==> src/rtl/assert_macros.svh <==
// ----------------------------------------------------------------------------
// assert_macros.svh
// Concurrent assertion helpers clocked on clk_i, disabled while rst_ni is low.
// ----------------------------------------------------------------------------
`ifndef ASSERT_MACROS_SVH
`define ASSERT_MACROS_SVH

// Implication-style check on the block clock.
`define UTF8E_ASSERT(label, prop, msg) \
  label: assert property (@(posedge clk_i) disable iff (!rst_ni) (prop)) else $error(msg);

// Check that a condition never holds on the block clock.
`define UTF8E_ASSERT_NEVER(label, cond, msg) \
  label: assert property (@(posedge clk_i) disable iff (!rst_ni) !(cond)) else $error(msg);

`endif

==> src/rtl/utf8e_pkg.sv <==
`timescale 1ns / 1ps
// ----------------------------------------------------------------------------
// utf8e_pkg
// Shared types and constants of the UTF-16 to UTF-8 encoder.
// ----------------------------------------------------------------------------
package utf8e_pkg;

  localparam int unsigned UnitW    = 16;
  localparam int unsigned ByteW    = 8;
  localparam int unsigned JobBytes = 6;
  localparam int unsigned CntW     = $clog2(JobBytes + 1);
  localparam int unsigned QDepth   = 2;
  localparam int unsigned QPtrW    = $clog2(QDepth);
  localparam int unsigned QCntW    = $clog2(QDepth + 1);

  localparam logic [5:0] HiSurrTag = 6'b110110;
  localparam logic [5:0] LoSurrTag = 6'b110111;

  // Byte list for one input item, entry 0 goes out first.
  typedef struct packed {
    logic [CntW-1:0]                count;
    logic [JobBytes-1:0][ByteW-1:0] bytes;
  } job_t;

endpackage

==> src/rtl/utf16_to_utf8_encoder_top.sv <==
`timescale 1ns / 1ps
// ----------------------------------------------------------------------------
// utf16_to_utf8_encoder_top
// UTF-16 code units in, UTF-8 bytes out, surrogate pairs joined.
// ----------------------------------------------------------------------------
// One code unit per input beat, one byte per output beat. A unit yields 1 to 3
// bytes for a plain unit, 4 for a surrogate pair, up to 6 when a held high
// surrogate is flushed ahead of the next unit, and none for a high surrogate
// that is held. The byte-wide output register sets the rate; a two-entry queue
// of byte lists lets the input side take new units while earlier bytes drain.
// With the queue empty, a unit's byte list is registered in a queue slot and
// its first byte is then registered in the output byte register.
module utf16_to_utf8_encoder_top (
  input  logic        clk_i,
  input  logic        rst_ni,
  input  logic        in_valid_i,
  output logic        in_ready_o,
  input  logic [15:0] code_unit_i,
  input  logic        end_of_string_i,
  output logic        out_valid_o,
  input  logic        out_ready_i,
  output logic [7:0]  byte_value_o,
  output logic        last_of_run_o
);

  `include "assert_macros.svh"

  logic            push_valid, push_ready;
  utf8e_pkg::job_t push_job;
  logic            pop_valid, pop_ready;
  utf8e_pkg::job_t pop_job;
  logic            pend;
  logic            busy;

  utf8e_front u_front (
    .clk_i          (clk_i),
    .rst_ni         (rst_ni),
    .in_valid_i     (in_valid_i),
    .in_ready_o     (in_ready_o),
    .code_unit_i    (code_unit_i),
    .end_of_string_i(end_of_string_i),
    .push_valid_o   (push_valid),
    .push_ready_i   (push_ready),
    .push_job_o     (push_job),
    .pend_o         (pend)
  );

  utf8e_queue u_queue (
    .clk_i       (clk_i),
    .rst_ni      (rst_ni),
    .push_valid_i(push_valid),
    .push_ready_o(push_ready),
    .push_job_i  (push_job),
    .pop_valid_o (pop_valid),
    .pop_ready_i (pop_ready),
    .pop_job_o   (pop_job)
  );

  utf8e_back u_back (
    .clk_i        (clk_i),
    .rst_ni       (rst_ni),
    .job_valid_i  (pop_valid),
    .job_ready_o  (pop_ready),
    .job_i        (pop_job),
    .out_valid_o  (out_valid_o),
    .out_ready_i  (out_ready_i),
    .byte_value_o (byte_value_o),
    .last_of_run_o(last_of_run_o),
    .busy_o       (busy)
  );

  `UTF8E_ASSERT(a_eos_flushes, in_valid_i && in_ready_o && end_of_string_i |=> !pend, "surrogate held past end of string")
  `UTF8E_ASSERT(a_push_count, push_valid && push_ready |-> (push_job.count != 3'd0) && (push_job.count <= 3'd6), "bad byte count pushed")
  `UTF8E_ASSERT(a_busy_has_job, busy |-> pop_valid, "byte list dropped mid-run")

endmodule

==> src/rtl/utf8e_front.sv <==
`timescale 1ns / 1ps
// ----------------------------------------------------------------------------
// utf8e_front
// Accepts code units, pairs surrogates and builds the byte list of each beat.
// ----------------------------------------------------------------------------
module utf8e_front (
  input  logic                              clk_i,
  input  logic                              rst_ni,
  input  logic                              in_valid_i,
  output logic                              in_ready_o,
  input  logic [utf8e_pkg::UnitW-1:0]       code_unit_i,
  input  logic                              end_of_string_i,
  output logic                              push_valid_o,
  input  logic                              push_ready_i,
  output utf8e_pkg::job_t                   push_job_o,
  output logic                              pend_o
);

  logic       pend_q, pend_d;
  logic [9:0] pend_bits_q, pend_bits_d;

  logic       accept;
  logic       is_hi, is_lo, pair;
  logic [4:0] plane;
  logic [2:0][utf8e_pkg::ByteW-1:0] ub;
  logic [2:0][utf8e_pkg::ByteW-1:0] pre;
  logic [utf8e_pkg::CntW-1:0]       ucnt;
  logic       hold;
  utf8e_pkg::job_t job;

  assign in_ready_o = push_ready_i;
  assign accept     = in_valid_i && in_ready_o;

  assign is_hi = (code_unit_i[15:10] == utf8e_pkg::HiSurrTag);
  assign is_lo = (code_unit_i[15:10] == utf8e_pkg::LoSurrTag);
  assign pair  = pend_q && is_lo;
  assign plane = {1'b0, pend_bits_q[9:6]} + 5'd1;

  always_comb begin
    ub   = '0;
    ucnt = '0;
    hold = 1'b0;
    if (code_unit_i[15:7] == '0) begin
      ub[0] = {1'b0, code_unit_i[6:0]};
      ucnt  = utf8e_pkg::CntW'(1);
    end else if (code_unit_i[15:11] == '0) begin
      ub[0] = {3'b110, code_unit_i[10:6]};
      ub[1] = {2'b10, code_unit_i[5:0]};
      ucnt  = utf8e_pkg::CntW'(2);
    end else if (is_hi && !end_of_string_i) begin
      hold = 1'b1;
    end else begin
      ub[0] = {4'hE, code_unit_i[15:12]};
      ub[1] = {2'b10, code_unit_i[11:6]};
      ub[2] = {2'b10, code_unit_i[5:0]};
      ucnt  = utf8e_pkg::CntW'(3);
    end
  end

  // Held high surrogate emitted alone.
  assign pre[0] = {4'hE, 4'hD};
  assign pre[1] = {4'b1010, pend_bits_q[9:6]};
  assign pre[2] = {2'b10, pend_bits_q[5:0]};

  always_comb begin
    job = '0;
    if (pair) begin
      job.count    = utf8e_pkg::CntW'(4);
      job.bytes[0] = {5'b11110, plane[4:2]};
      job.bytes[1] = {2'b10, plane[1:0], pend_bits_q[5:2]};
      job.bytes[2] = {2'b10, pend_bits_q[1:0], code_unit_i[9:6]};
      job.bytes[3] = {2'b10, code_unit_i[5:0]};
    end else if (pend_q) begin
      job.count    = ucnt + utf8e_pkg::CntW'(3);
      job.bytes[0] = pre[0];
      job.bytes[1] = pre[1];
      job.bytes[2] = pre[2];
      job.bytes[3] = ub[0];
      job.bytes[4] = ub[1];
      job.bytes[5] = ub[2];
    end else begin
      job.count    = ucnt;
      job.bytes[0] = ub[0];
      job.bytes[1] = ub[1];
      job.bytes[2] = ub[2];
    end
  end

  assign push_job_o   = job;
  assign push_valid_o = in_valid_i && (job.count != '0);

  always_comb begin
    pend_d      = pend_q;
    pend_bits_d = pend_bits_q;
    if (accept) begin
      pend_d      = hold && !pair;
      pend_bits_d = (hold && !pair) ? code_unit_i[9:0] : 10'd0;
    end
  end

  always_ff @(posedge clk_i or negedge rst_ni) begin
    if (!rst_ni) begin
      pend_q      <= 1'b0;
      pend_bits_q <= '0;
    end else begin
      pend_q      <= pend_d;
      pend_bits_q <= pend_bits_d;
    end
  end

  assign pend_o = pend_q;

endmodule

==> src/rtl/utf8e_queue.sv <==
`timescale 1ns / 1ps
// ----------------------------------------------------------------------------
// utf8e_queue
// Short register queue of byte lists between the front and back parts.
// ----------------------------------------------------------------------------
module utf8e_queue (
  input  logic            clk_i,
  input  logic            rst_ni,
  input  logic            push_valid_i,
  output logic            push_ready_o,
  input  utf8e_pkg::job_t push_job_i,
  output logic            pop_valid_o,
  input  logic            pop_ready_i,
  output utf8e_pkg::job_t pop_job_o
);

  utf8e_pkg::job_t slot_q [utf8e_pkg::QDepth];

  logic [utf8e_pkg::QPtrW-1:0] wr_ptr_q, wr_ptr_d;
  logic [utf8e_pkg::QPtrW-1:0] rd_ptr_q, rd_ptr_d;
  logic [utf8e_pkg::QCntW-1:0] cnt_q, cnt_d;
  logic                        push, pop;

  assign push_ready_o = (cnt_q != utf8e_pkg::QCntW'(utf8e_pkg::QDepth));
  assign pop_valid_o  = (cnt_q != '0);
  assign pop_job_o    = slot_q[rd_ptr_q];

  assign push = push_valid_i && push_ready_o;
  assign pop  = pop_valid_o && pop_ready_i;

  always_comb begin
    wr_ptr_d = wr_ptr_q;
    rd_ptr_d = rd_ptr_q;
    cnt_d    = cnt_q;
    if (push) begin
      wr_ptr_d = (wr_ptr_q == utf8e_pkg::QPtrW'(utf8e_pkg::QDepth - 1)) ? '0
               : wr_ptr_q + utf8e_pkg::QPtrW'(1);
    end
    if (pop) begin
      rd_ptr_d = (rd_ptr_q == utf8e_pkg::QPtrW'(utf8e_pkg::QDepth - 1)) ? '0
               : rd_ptr_q + utf8e_pkg::QPtrW'(1);
    end
    if (push && !pop) begin
      cnt_d = cnt_q + utf8e_pkg::QCntW'(1);
    end else if (pop && !push) begin
      cnt_d = cnt_q - utf8e_pkg::QCntW'(1);
    end
  end

  always_ff @(posedge clk_i or negedge rst_ni) begin
    if (!rst_ni) begin
      wr_ptr_q <= '0;
      rd_ptr_q <= '0;
      cnt_q    <= '0;
    end else begin
      wr_ptr_q <= wr_ptr_d;
      rd_ptr_q <= rd_ptr_d;
      cnt_q    <= cnt_d;
    end
  end

  always_ff @(posedge clk_i) begin
    if (push) begin
      slot_q[wr_ptr_q] <= push_job_i;
    end
  end

endmodule

==> src/rtl/utf8e_back.sv <==
`timescale 1ns / 1ps
// ----------------------------------------------------------------------------
// utf8e_back
// Walks the head byte list and drives one UTF-8 byte per beat.
// ----------------------------------------------------------------------------
module utf8e_back (
  input  logic                        clk_i,
  input  logic                        rst_ni,
  input  logic                        job_valid_i,
  output logic                        job_ready_o,
  input  utf8e_pkg::job_t             job_i,
  output logic                        out_valid_o,
  input  logic                        out_ready_i,
  output logic [utf8e_pkg::ByteW-1:0] byte_value_o,
  output logic                        last_of_run_o,
  output logic                        busy_o
);

  logic [utf8e_pkg::CntW-1:0]  idx_q, idx_d;
  logic                        vld_q, vld_d;
  logic [utf8e_pkg::ByteW-1:0] byte_q, byte_d;
  logic                        last_q, last_d;
  logic                        load, is_last;

  assign is_last = (idx_q == job_i.count - utf8e_pkg::CntW'(1));
  assign load    = job_valid_i && (!vld_q || out_ready_i);

  always_comb begin
    idx_d  = idx_q;
    vld_d  = vld_q && !out_ready_i;
    byte_d = byte_q;
    last_d = last_q;
    if (load) begin
      vld_d  = 1'b1;
      byte_d = job_i.bytes[idx_q];
      last_d = is_last;
      idx_d  = is_last ? '0 : idx_q + utf8e_pkg::CntW'(1);
    end
  end

  always_ff @(posedge clk_i or negedge rst_ni) begin
    if (!rst_ni) begin
      idx_q <= '0;
      vld_q <= 1'b0;
    end else begin
      idx_q <= idx_d;
      vld_q <= vld_d;
    end
  end

  always_ff @(posedge clk_i) begin
    byte_q <= byte_d;
    last_q <= last_d;
  end

  assign job_ready_o   = load && is_last;
  assign out_valid_o   = vld_q;
  assign byte_value_o  = byte_q;
  assign last_of_run_o = last_q;
  assign busy_o        = (idx_q != '0);

endmodule
==> config.mk <==
export PLATFORM = sky130hd
export DESIGN_NAME = utf16_to_utf8_encoder_top
export DESIGN_NICKNAME = d
export VERILOG_FILES = /design/src/rtl/utf8e_pkg.sv /design/src/rtl/utf16_to_utf8_encoder_top.sv /design/src/rtl/utf8e_front.sv /design/src/rtl/utf8e_queue.sv /design/src/rtl/utf8e_back.sv
export VERILOG_INCLUDE_DIRS = /design/src /design/src/rtl
export SDC_FILE = /design/constraint.sdc
export NUM_CORES = 1
export LEC_CHECK = 0
export BUFFER_PORTS_ARGS = -buffer_cell sky130_fd_sc_hd__clkbuf_2
export CORE_MARGIN = 2
export CORE_UTILIZATION = 55
export CTS_CLUSTER_DIAMETER = 40
export DETAILED_ROUTE_END_ITERATION = 10
export GPL_ROUTABILITY_DRIVEN = 1
export MAX_ROUTING_LAYER = met4
export PLACE_DENSITY = 0.83
export SETUP_SLACK_MARGIN = 0.02
export SKIP_LAST_GASP = 1
export SYNTH_ARGS = -nofsm -noshare
export SYNTH_HDL_FRONTEND = slang
export SYNTH_HIERARCHICAL = 1
export SYNTH_SLANG_ARGS = --single-unit
==> constraint.sdc <==
create_clock -name clk_i -period 4.2 [get_ports clk_i]
set_clock_uncertainty 0.15 [all_clocks]
set_input_delay 0.63 -clock clk_i [delete_from_list [all_inputs] [get_ports clk_i]]
set_output_delay 0.63 -clock clk_i [all_outputs]
set_load 0.05 [all_outputs]
==> metrics, run 1 <==
status finished with violations; failing checks DRC; clock transition at the registers of the reported paths 50 ps; pin count of the biggest net entering global routing 36; Worst Hold Class in -> async; ANT nets after route 0; Setup CP Type reg -> reg; Root Buffer Master clkbuf_16; critical path arrival 3060 ps; Sink Count 130; Starting Density 56.77%; H-tree depth 4; CTS Buf Count 17; final hold vios 0; share of layout cells above drive strength 1 25.60%; # diodes 0; I/O pin cnt 32; total wire length 13650 um; Worst Path Buf+Inv 1; gr ovfl total 0; Fillers 839; PwrDens 662.3 nW/um2; synthesized area 6538 um2; drt first pass iters 8; Post-CTS Setup Bufs 0; Post-CTS Hold Buffers 0; vias in the first global route 3904; Vias 3891; Placer Congestion 0.9594; Critical Path Source Type flip-flop; Synth Instances 455; Die Y 113.0 um; Worst EP required 4380 ps; core area 11520 um2; Post-DP HPWL 9387 um; max_slew headroom 57.08%; Total GRT Usage 23.60%; Post-CTS Resized 0; Setup crit end kind flip-flop; Avg Cell Area, Syn 14.37 um2; die width 113.0 um; die area 12770 um2; P&R area growth vs syn 10.05%; Worst Tran Pin Value 637.9 ps; Worst VDD drop 0.0002993 V; global-route wire length before repair 21490 um; kind of cell adding the most delay to the critical path flip-flops; max_cap viols 0; clock buffer depth 2; cell breakdown of the critical path mux2_4 -> inv_1 -> ha_1 -> xor2_1 -> nand3_2 -> nor2b_1 -> nand2_1 -> ha_1 -> xor2_1 -> nor2_1 -> xor2_1; clock latency on the worst-skew pair 410 ps; initial antenna violation count 0; I/O Buffers 31; RSZ-0062 raised after global routing false; fin crit share 68.52%; DRC Markers 2; Yosys warnings 6; CP max stage cell dfrtp_2; number of cell rows 39; post-DR vias/cell 6.089; Wirelength per Cell 21.37 um; Nets 509; Max FO, Critical Path 18; Fmax 0.3475 GHz; Iteration-0 DRC Markers 440; Pleak 2.763 nW; setup TNS 0 ps; final total power 4.765 mW; crit path time final 2878 ps; CTS tree done; hold_ws 42.63 ps; Final Max Slew Viols 0; # setup viols final 0; max incr delay on CP 700 ps; crit-path most repeated cell xor2_1
==> cell type report <==
cell class                      instances  area, um2  area share, %
Tap cell                              143      178.9          2.487
Inverter                               18      67.56         0.9391
Clock inverter                         14      73.82          1.026
Sequential cell                       130       3810          52.96
Multi-Input combinational cell        278       2415          33.57
Clock buffer                           18      429.2          5.965
Timing Repair Buffer                   38      220.2          3.061
==> worst reg2reg max path, stage by stage (launching register included) <==
cell	delay [ps]
dfrtp_2	700
mux2_4	360
inv_1	60
ha_1	230
xor2_1	170
nand3_2	120
nor2b_1	210
nand2_1	120
ha_1	220
xor2_1	150
nor2_1	120
xor2_1	170
==> metal layers <==
metal  routed length (um)  vias up  share of wire [%]  GRT usage, %
met4                  228        0                1.7         7.236
met1                 5903     1930                 43         30.78
met5                    0        -                  0             -
met2                 6648      169                 49         36.93
met3                  873       18                6.4         5.892
li1                     -     1774                  -             -
==> flip-flops by register name, indices dropped and copies added, names as in the netlist <==
signal,cells
u_queue/slot_q,102
u_back/idx_q,3
u_back/out_valid_o,1
u_front/pend_o,1
u_back/byte_value_o,8
u_queue/wr_ptr_q,1
u_queue/cnt_q,2
u_back/last_of_run_o,1
u_queue/rd_ptr_q,1
u_front/pend_bits_q,10
==> power by group <==
part / total, mW / leakage [nW] / switching [mW] / internal (mW)
Combinational: 1.55 / 1.26 / 0.844 / 0.711
Clock: 1.24 / 0.230 / 0.503 / 0.732
Sequential: 1.97 / 1.27 / 0.191 / 1.78
==> worst paths after layout <==
check	slack, ps	start	cells past startpoint	endpoint
hold reg to reg	350	u_queue/cnt_q[1]	1	u_queue/cnt_q[1]
setup reg to reg	1320	u_queue/rd_ptr_q	11	u_queue/cnt_q[1]
min in group clk_i	350	u_queue/cnt_q[1]	1	u_queue/cnt_q[1]
setup / recovery	1320	u_queue/rd_ptr_q	11	u_queue/cnt_q[1]
hold / removal	40	rst_ni	1	u_queue/cnt_q[0]
max in group asynchronous	3470	rst_ni	1	u_queue/rd_ptr_q
==> cell usage in the layout, fill, tap and decap left out, drive strengths merged, types with 2 or more instances in the layout <==
cell type    n
a32oi        5
conb         4
mux2i       14
o31ai        2
mux4         8
nor2b        6
ha           5
inv         18
and3         3
and2         9
o21ai       23
xnor2        5
nand2       34
buf          7
clkbuf      49
a21oi        9
nor3         9
nor4         2
nand2b       4
mux2        51
edfxtp     111
clkinv       9
o22ai       11
clkinvlp     5
xor2         5
o211a        2
nor2        23
nand3       11
dfrtp       19
o21a         3
a221o        4
o2bb2ai      9
==> per-stage QoR <==
stage / instances / worst slack (ps) / area, um2 / util, %
floorplan: 458 / 652.0 / 6551 / -
global placement: 607 / 1234 / 6691 / 58.11
detailed placement: 607 / 1170 / 6691 / 58.11
CTS: 639 / 1322 / 7194 / 62.47
global route: 639 / 1148 / 7194 / 62.47
finish: 639 / 1322 / 7194 / 62.47
No activity file was read; power rests on OpenSTA's default activity.
==> run 2: changes to the inputs <==
--- a/config.mk
+++ b/config.mk
@@ -6,6 +6,7 @@
 export SDC_FILE = /design/constraint.sdc
 export NUM_CORES = 1
 export LEC_CHECK = 0
+export ABC_AREA = 1
 export BUFFER_PORTS_ARGS = -buffer_cell sky130_fd_sc_hd__clkbuf_2
 export CORE_MARGIN = 2
 export CORE_UTILIZATION = 55
==> constraint.sdc (replaced) <==
create_clock -name clk_i -period 2.66 [get_ports clk_i]
set_clock_uncertainty 0.15 [all_clocks]
set_input_delay 0.399 -clock clk_i [delete_from_list [all_inputs] [get_ports clk_i]]
set_output_delay 0.399 -clock clk_i [all_outputs]
set_load 0.05 [all_outputs]
==> run 2 against run 1 <==
Effect of this change:
- the flow now finishes without violations
- combinational power grew 77%
- cell count rose by 36%
- first-iteration DRC count increased by 18%
- flip-flop and latch count unchanged
- critical path type unchanged
- largest cell class unchanged
==> metrics, run 2 <==
status completed; Hold Path Stages 4; vias in the first global route 4627; critical path arrival 2670 ps; die width 112.0 um; DRC Markers 0; Worst Path Buf+Inv 5; worst setup margin 135.3 ps; Max FO, Critical Path 8; final total power 8.131 mW; Setup crit end kind flip-flop; Setup CP Type reg -> reg; Final Max Slew Viols 0; r2r startpoint u_queue/rd_ptr_q; CP max stage cell dfrtp_2; drt first pass iters 7; post-DR vias/cell 5.650; Fmax 0.3961 GHz; Worst EP required 2810 ps; Die Y 112.0 um; Synth Instances 675; pre-CTS WS 48.89 ps; commonest non-fill, non-tap cells in the layout 244 x nand2_1, 111 x edfxtp_1, 46 x nor2_1; Post-DP HPWL 10040 um; Worst Tran Pin Value 538.7 ps; # diodes 0; P&R area growth vs syn 13.66%; crit path time final 2525 ps; PwrDens 1115 nW/um2; Fillers 874; kind of cell adding the most delay to the critical path simple AND/OR/NAND/NOR gates; Psw 3.079 mW; die area 12540 um2; max_slew headroom 64.09%; R2R Path End u_queue/cnt_q[1]; Clk network pwr share 29.1%; # setup viols final 0; Hold Crit Endpoint u_back/out_valid_o; hold path start out_ready_i; clock transition at the registers of the reported paths 60 ps; RSZ-0062 raised after global routing false; Total GRT Usage 25.84%; Worst VDD drop 0.0006221 V; sequential share of power 37.2%; Critical Path Source Type flip-flop; dpl cell area 6648 um2; Iteration-0 DRC Markers 519; Top reg by flops u_queue/slot_q; Starting Density 56.17%; Int Pwr 5.052 mW; crit-path most repeated cell nand2_1; global-route wire length before repair 23970 um; Pleak 3.198 nW; final hold vios 0; core area 11420 um2; Avg Cell Area, Syn 9.502 um2; CTS tree done; Wirelength per Cell 17.67 um; clock latency on the worst-skew pair 410 ps; CTS Buf Count 17; depth of the worst register-to-register path 17; hold_ws 137.2 ps; Yosys warnings 6; I/O Buffers 31; gr ovfl total 0; Switching Share 37.86%; Vias 4921; Nets 741; Sink Count 130; H-tree depth 4; initial antenna violation count 0; number of cell rows 39; Worst Hold Class in -> reg; cell breakdown of the critical path inv_8 -> nand2_2 -> nand2_1 -> inv_1 -> ha_1 -> inv_1 -> nand2_1 -> nand2_1 -> nor2_2 -> nand3_1 -> inv_1 -> nand2_2 -> ha_4 -> inv_1 -> nand3_1 -> nand2_1 -> nand2_1; max_cap viols 0; max reg flops 102; share of layout cells above drive strength 1 18.82%; Final Cell Area 7289 um2; Placer Congestion 0.9214; synthesized area 6414 um2; fin crit share 94.91%; commonest non-fill, non-tap cell in the layout nand2_1; clock buffer depth 2; combinational power share 33.7%; total wire length 15390 um; max incr delay on CP 490 ps; Root Buffer Master clkbuf_16; pin count of the biggest net entering global routing 37; ANT nets after route 0; R2R Setup Slk 140 ps; I/O pin cnt 32
run 2: final cells by class:
class / instances / area, um2 / share of cell area [%]
well taps: 143 / 178.9 / 2.455
clock buffers: 18 / 429.2 / 5.887
flip-flops and latches: 130 / 3810 / 52.27
repair buffers: 50 / 325.3 / 4.463
multi-input cells: 463 / 2156 / 29.57
inverters: 53 / 211.5 / 2.901
clock inverters: 14 / 178.9 / 2.455
run 2: power by group through the flow:
stage / clock (mW) / combinational [mW] / sequential, mW
3_5_place_dp: 0 / 2.64 / 3.05
4_1_cts: 2.39 / 2.68 / 3.02
3_3_place_gp: 0 / 2.55 / 3.02
5_1_grt: 2.47 / 3.00 / 3.06
2_1_floorplan: 0 / 1.85 / 3.26
6_report: 2.37 / 2.74 / 3.02
run 2: how the worst max path moves through the flow:
stage	startpoint	cells past startpoint	slack, ps	to
floorplan	code_unit_i[9]	10	-530	u_queue/slot_q[0][0]
global placement	u_queue/rd_ptr_q	16	310	u_queue/cnt_q[1]
detailed placement	u_queue/rd_ptr_q	16	50	u_queue/cnt_q[1]
CTS	u_queue/rd_ptr_q	17	90	u_queue/cnt_q[1]
global route	u_queue/rd_ptr_q	17	10	u_queue/cnt_q[1]
finish	u_queue/rd_ptr_q	17	140	u_queue/cnt_q[1]
run 2: metrics by stage:
| step | util (%) | std cells | setup TNS [ps] |
|---|---|---|---|
| 3_5_place_dp | 58.22 | 837 | 0 |
| 5_1_grt | 63.84 | 871 | 0 |
| 4_1_cts | 63.64 | 870 | 0 |
| 2_1_floorplan | - | 678 | -54010 |
| 3_3_place_gp | 58.22 | 837 | 0 |
| 6_report | 63.84 | 871 | 0 |
run 2: per-layer routing:
layer | vias to the layer above | global-route usage (%) | routed length [um]
li1 | 2291 | - | -
met1 | 2294 | 33.37 | 5956
met2 | 283 | 40.65 | 7650
met3 | 53 | 4.682 | 1249
met4 | 0 | 11.06 | 533
met5 | - | - | 0
run 2: tightest hold or removal path, stage by stage:
cell	delay, ps
clkbuf_2	80
inv_1	30
nand2_1	100
nand2_1	60
run 2: repair_timing:
item,CTS,global route
setup buffers,0,1
hold buffers,1,0
setup endpoints to repair,1,1
resized for setup,1,2
hold endpoints to repair,19,0
==> run 3: changes to the inputs <==
--- a/config.mk
+++ b/config.mk
@@ -14,7 +14,7 @@
 export DETAILED_ROUTE_END_ITERATION = 10
 export GPL_ROUTABILITY_DRIVEN = 1
 export MAX_ROUTING_LAYER = met4
-export PLACE_DENSITY = 0.83
+export PLACE_DENSITY = 0.86
 export SETUP_SLACK_MARGIN = 0.02
 export SKIP_LAST_GASP = 1
 export SYNTH_ARGS = -nofsm -noshare
==> constraint.sdc (replaced) <==
create_clock -name clk_i -period 2 [get_ports clk_i]
set_clock_uncertainty 0.15 [all_clocks]
set_input_delay 0.3 -clock clk_i [delete_from_list [all_inputs] [get_ports clk_i]]
set_output_delay 0.3 -clock clk_i [all_outputs]
set_load 0.05 [all_outputs]
==> run 3 against run 2 <==
Effect of this change:
- the flow now finishes with violations (setup timing)
- cell area is 5.7% higher
- sequential share of layout area decreased by 2.8 points
- non-clock buffer count is 37 higher
- die area did not move
- maximum frequency rose by 12%
- clock-buffer cell count shrank 1
- setup slack got worse by 390 ps
- highest routed layer unchanged
==> metrics, run 3 (synthesis gave the netlist of run 2 again) <==
status finished with violations; failing checks setup timing; Critical Path Source Type flip-flop; final hold vios 0; crit path time final 2258 ps; max reg flops 102; ANT nets after route 0; I/O pin cnt 32; Vias 5143; Setup CP Type reg -> reg; Wirelength per Cell 17.82 um; Fmax 0.4429 GHz; core area 11420 um2; clock buffer depth 2; Worst EP required 2150 ps; Top reg by flops u_queue/slot_q; gr ovfl total 0; total wire length 16180 um; H-tree depth 4; Placer Congestion 0.9547; global-route wire length before repair 25650 um; Worst Tran Pin Value 547.0 ps; I/O Buffers 31; Iteration-0 DRC Markers 659; Root Buffer Master clkbuf_16; Placed Instances 866; Worst VDD drop 0.001199 V; critical path arrival 2410 ps; Nets 778; pin count of the biggest net entering global routing 34; Sink Count 130; # diodes 0; die area 12540 um2; CTS Buf Count 17; post-DR vias/cell 5.664; post-route non-filler standard cell count 908; # setup viols final 3; Die Y 112.0 um; number of cell rows 39; vias in the first global route 5141; DRC Markers 0; share of layout cells above drive strength 1 25.49%; Final Max Slew Viols 0; worst setup margin -257.9 ps; max_cap viols 0; Total GRT Usage 27.49%; drt first pass iters 6; R2R Setup Slk -260 ps; P&R area growth vs syn 20.13%; max_slew headroom 63.53%; Worst Hold Class in -> reg; commonest non-fill, non-tap cells in the layout 236 x nand2_1, 111 x edfxtp_1, 47 x buf_4; commonest non-fill, non-tap cell in the layout nand2_1; Starting Density 56.17%; initial antenna violation count 0; die width 112.0 um; Fillers 834; CTS tree done; PwrDens 1473 nW/um2; Post-DP HPWL 10330 um; Max FO, Critical Path 5; fin crit share 112.9%; RSZ-0062 raised after global routing true; setup TNS -675.1 ps; Pleak 3.390 nW; clock transition at the registers of the reported paths 60 ps; Setup crit end kind flip-flop; clock latency on the worst-skew pair 420 ps
==> run 3: cell types whose count changed in the layout (fill, tap and decap cells not counted), sizes merged <==
cell / delta
inv: -1
clkbuf: -1
clkinvlp: +1
clkinv: +1
buf: +37
==> run 3: repair_timing <==
| action | CTS | global route |
|---|---|---|
| hold buffers | 1 | 0 |
| endpoints found under the hold margin | 19 | 0 |
| setup buffers | 5 | 5 |
| pin swaps | 1 | 7 |
| gates resized for setup | 7 | 18 |
| endpoints found under the setup margin | 8 | 11 |
==> run 3: path summary, 6_finish.rpt <==
| path | startpoint | endpoint | cells after the start |
|---|---|---|---|
| min in group asynchronous | rst_ni | u_back/out_valid_o | 2 |
| setup reg to reg | u_queue/rd_ptr_q | u_queue/cnt_q[0] | 14 |
| max in group asynchronous | rst_ni | u_queue/rd_ptr_q | 2 |
| hold reg to reg | u_queue/cnt_q[1] | u_queue/cnt_q[1] | 2 |
| hold / removal | code_unit_i[6] | u_front/pend_bits_q[6] | 3 |
| setup / recovery | u_queue/rd_ptr_q | u_queue/cnt_q[0] | 14 |
==> run 3: stage by stage <==
step	setup WS [ps]	power, mW	instance area (um2)	utilization (%)	hold WS [ps]
3_5_place_dp	-315.2	7.750	6945	60.83	149.7
5_1_grt	-351.5	11.87	7705	67.48	46.36
2_1_floorplan	-450.7	6.828	6489	-	-145.6
4_1_cts	-171.0	11.09	7625	66.78	22.55
3_3_place_gp	-186.1	7.574	6945	60.83	142.4
6_report	-257.9	11.35	7705	67.48	30.73
==> run 3: final cells by class <==
class | instances | area [um2] | area share [%]
inverter | 53 | 214.0 | 2.777
clock inverter | 15 | 182.7 | 2.371
clock buffer | 17 | 425.4 | 5.521
multi-input combinational | 463 | 2233 | 28.99
tap | 143 | 178.9 | 2.322
sequential | 130 | 3810 | 49.45
timing repair buffer | 87 | 660.6 | 8.574
==> run 3: routing by layer <==
| layer | up-vias | share of wire (%) | wire (um) | track usage, % |
|---|---|---|---|---|
| met1 | 2437 | 38 | 6084 | 32.92 |
| met2 | 288 | 51 | 8191 | 44.93 |
| met5 | - | 0 | 0 | - |
| met3 | 58 | 7.8 | 1260 | 5.607 |
| li1 | 2360 | - | - | - |
| met4 | 0 | 4.0 | 647 | 13.09 |
==> run 3: power breakdown <==
part | internal [mW] | total [mW] | switching, mW
combinational | 1.33 | 4.17 | 2.84
sequential | 3.73 | 3.99 | 0.260
clock | 1.97 | 3.18 | 1.21
==> run 3: worst max-delay path: stages, from the launching register on <==
cell	delay (ps)
dfrtp_2	460
inv_8	80
nand2_4	50
nand2_4	70
inv_4	40
ha_4	230
nand2_1	110
nand2_2	70
nor2_2	130
nand3_2	90
inv_2	80
nand2_2	70
ha_4	250
buf_4	130
xnor2_1	120
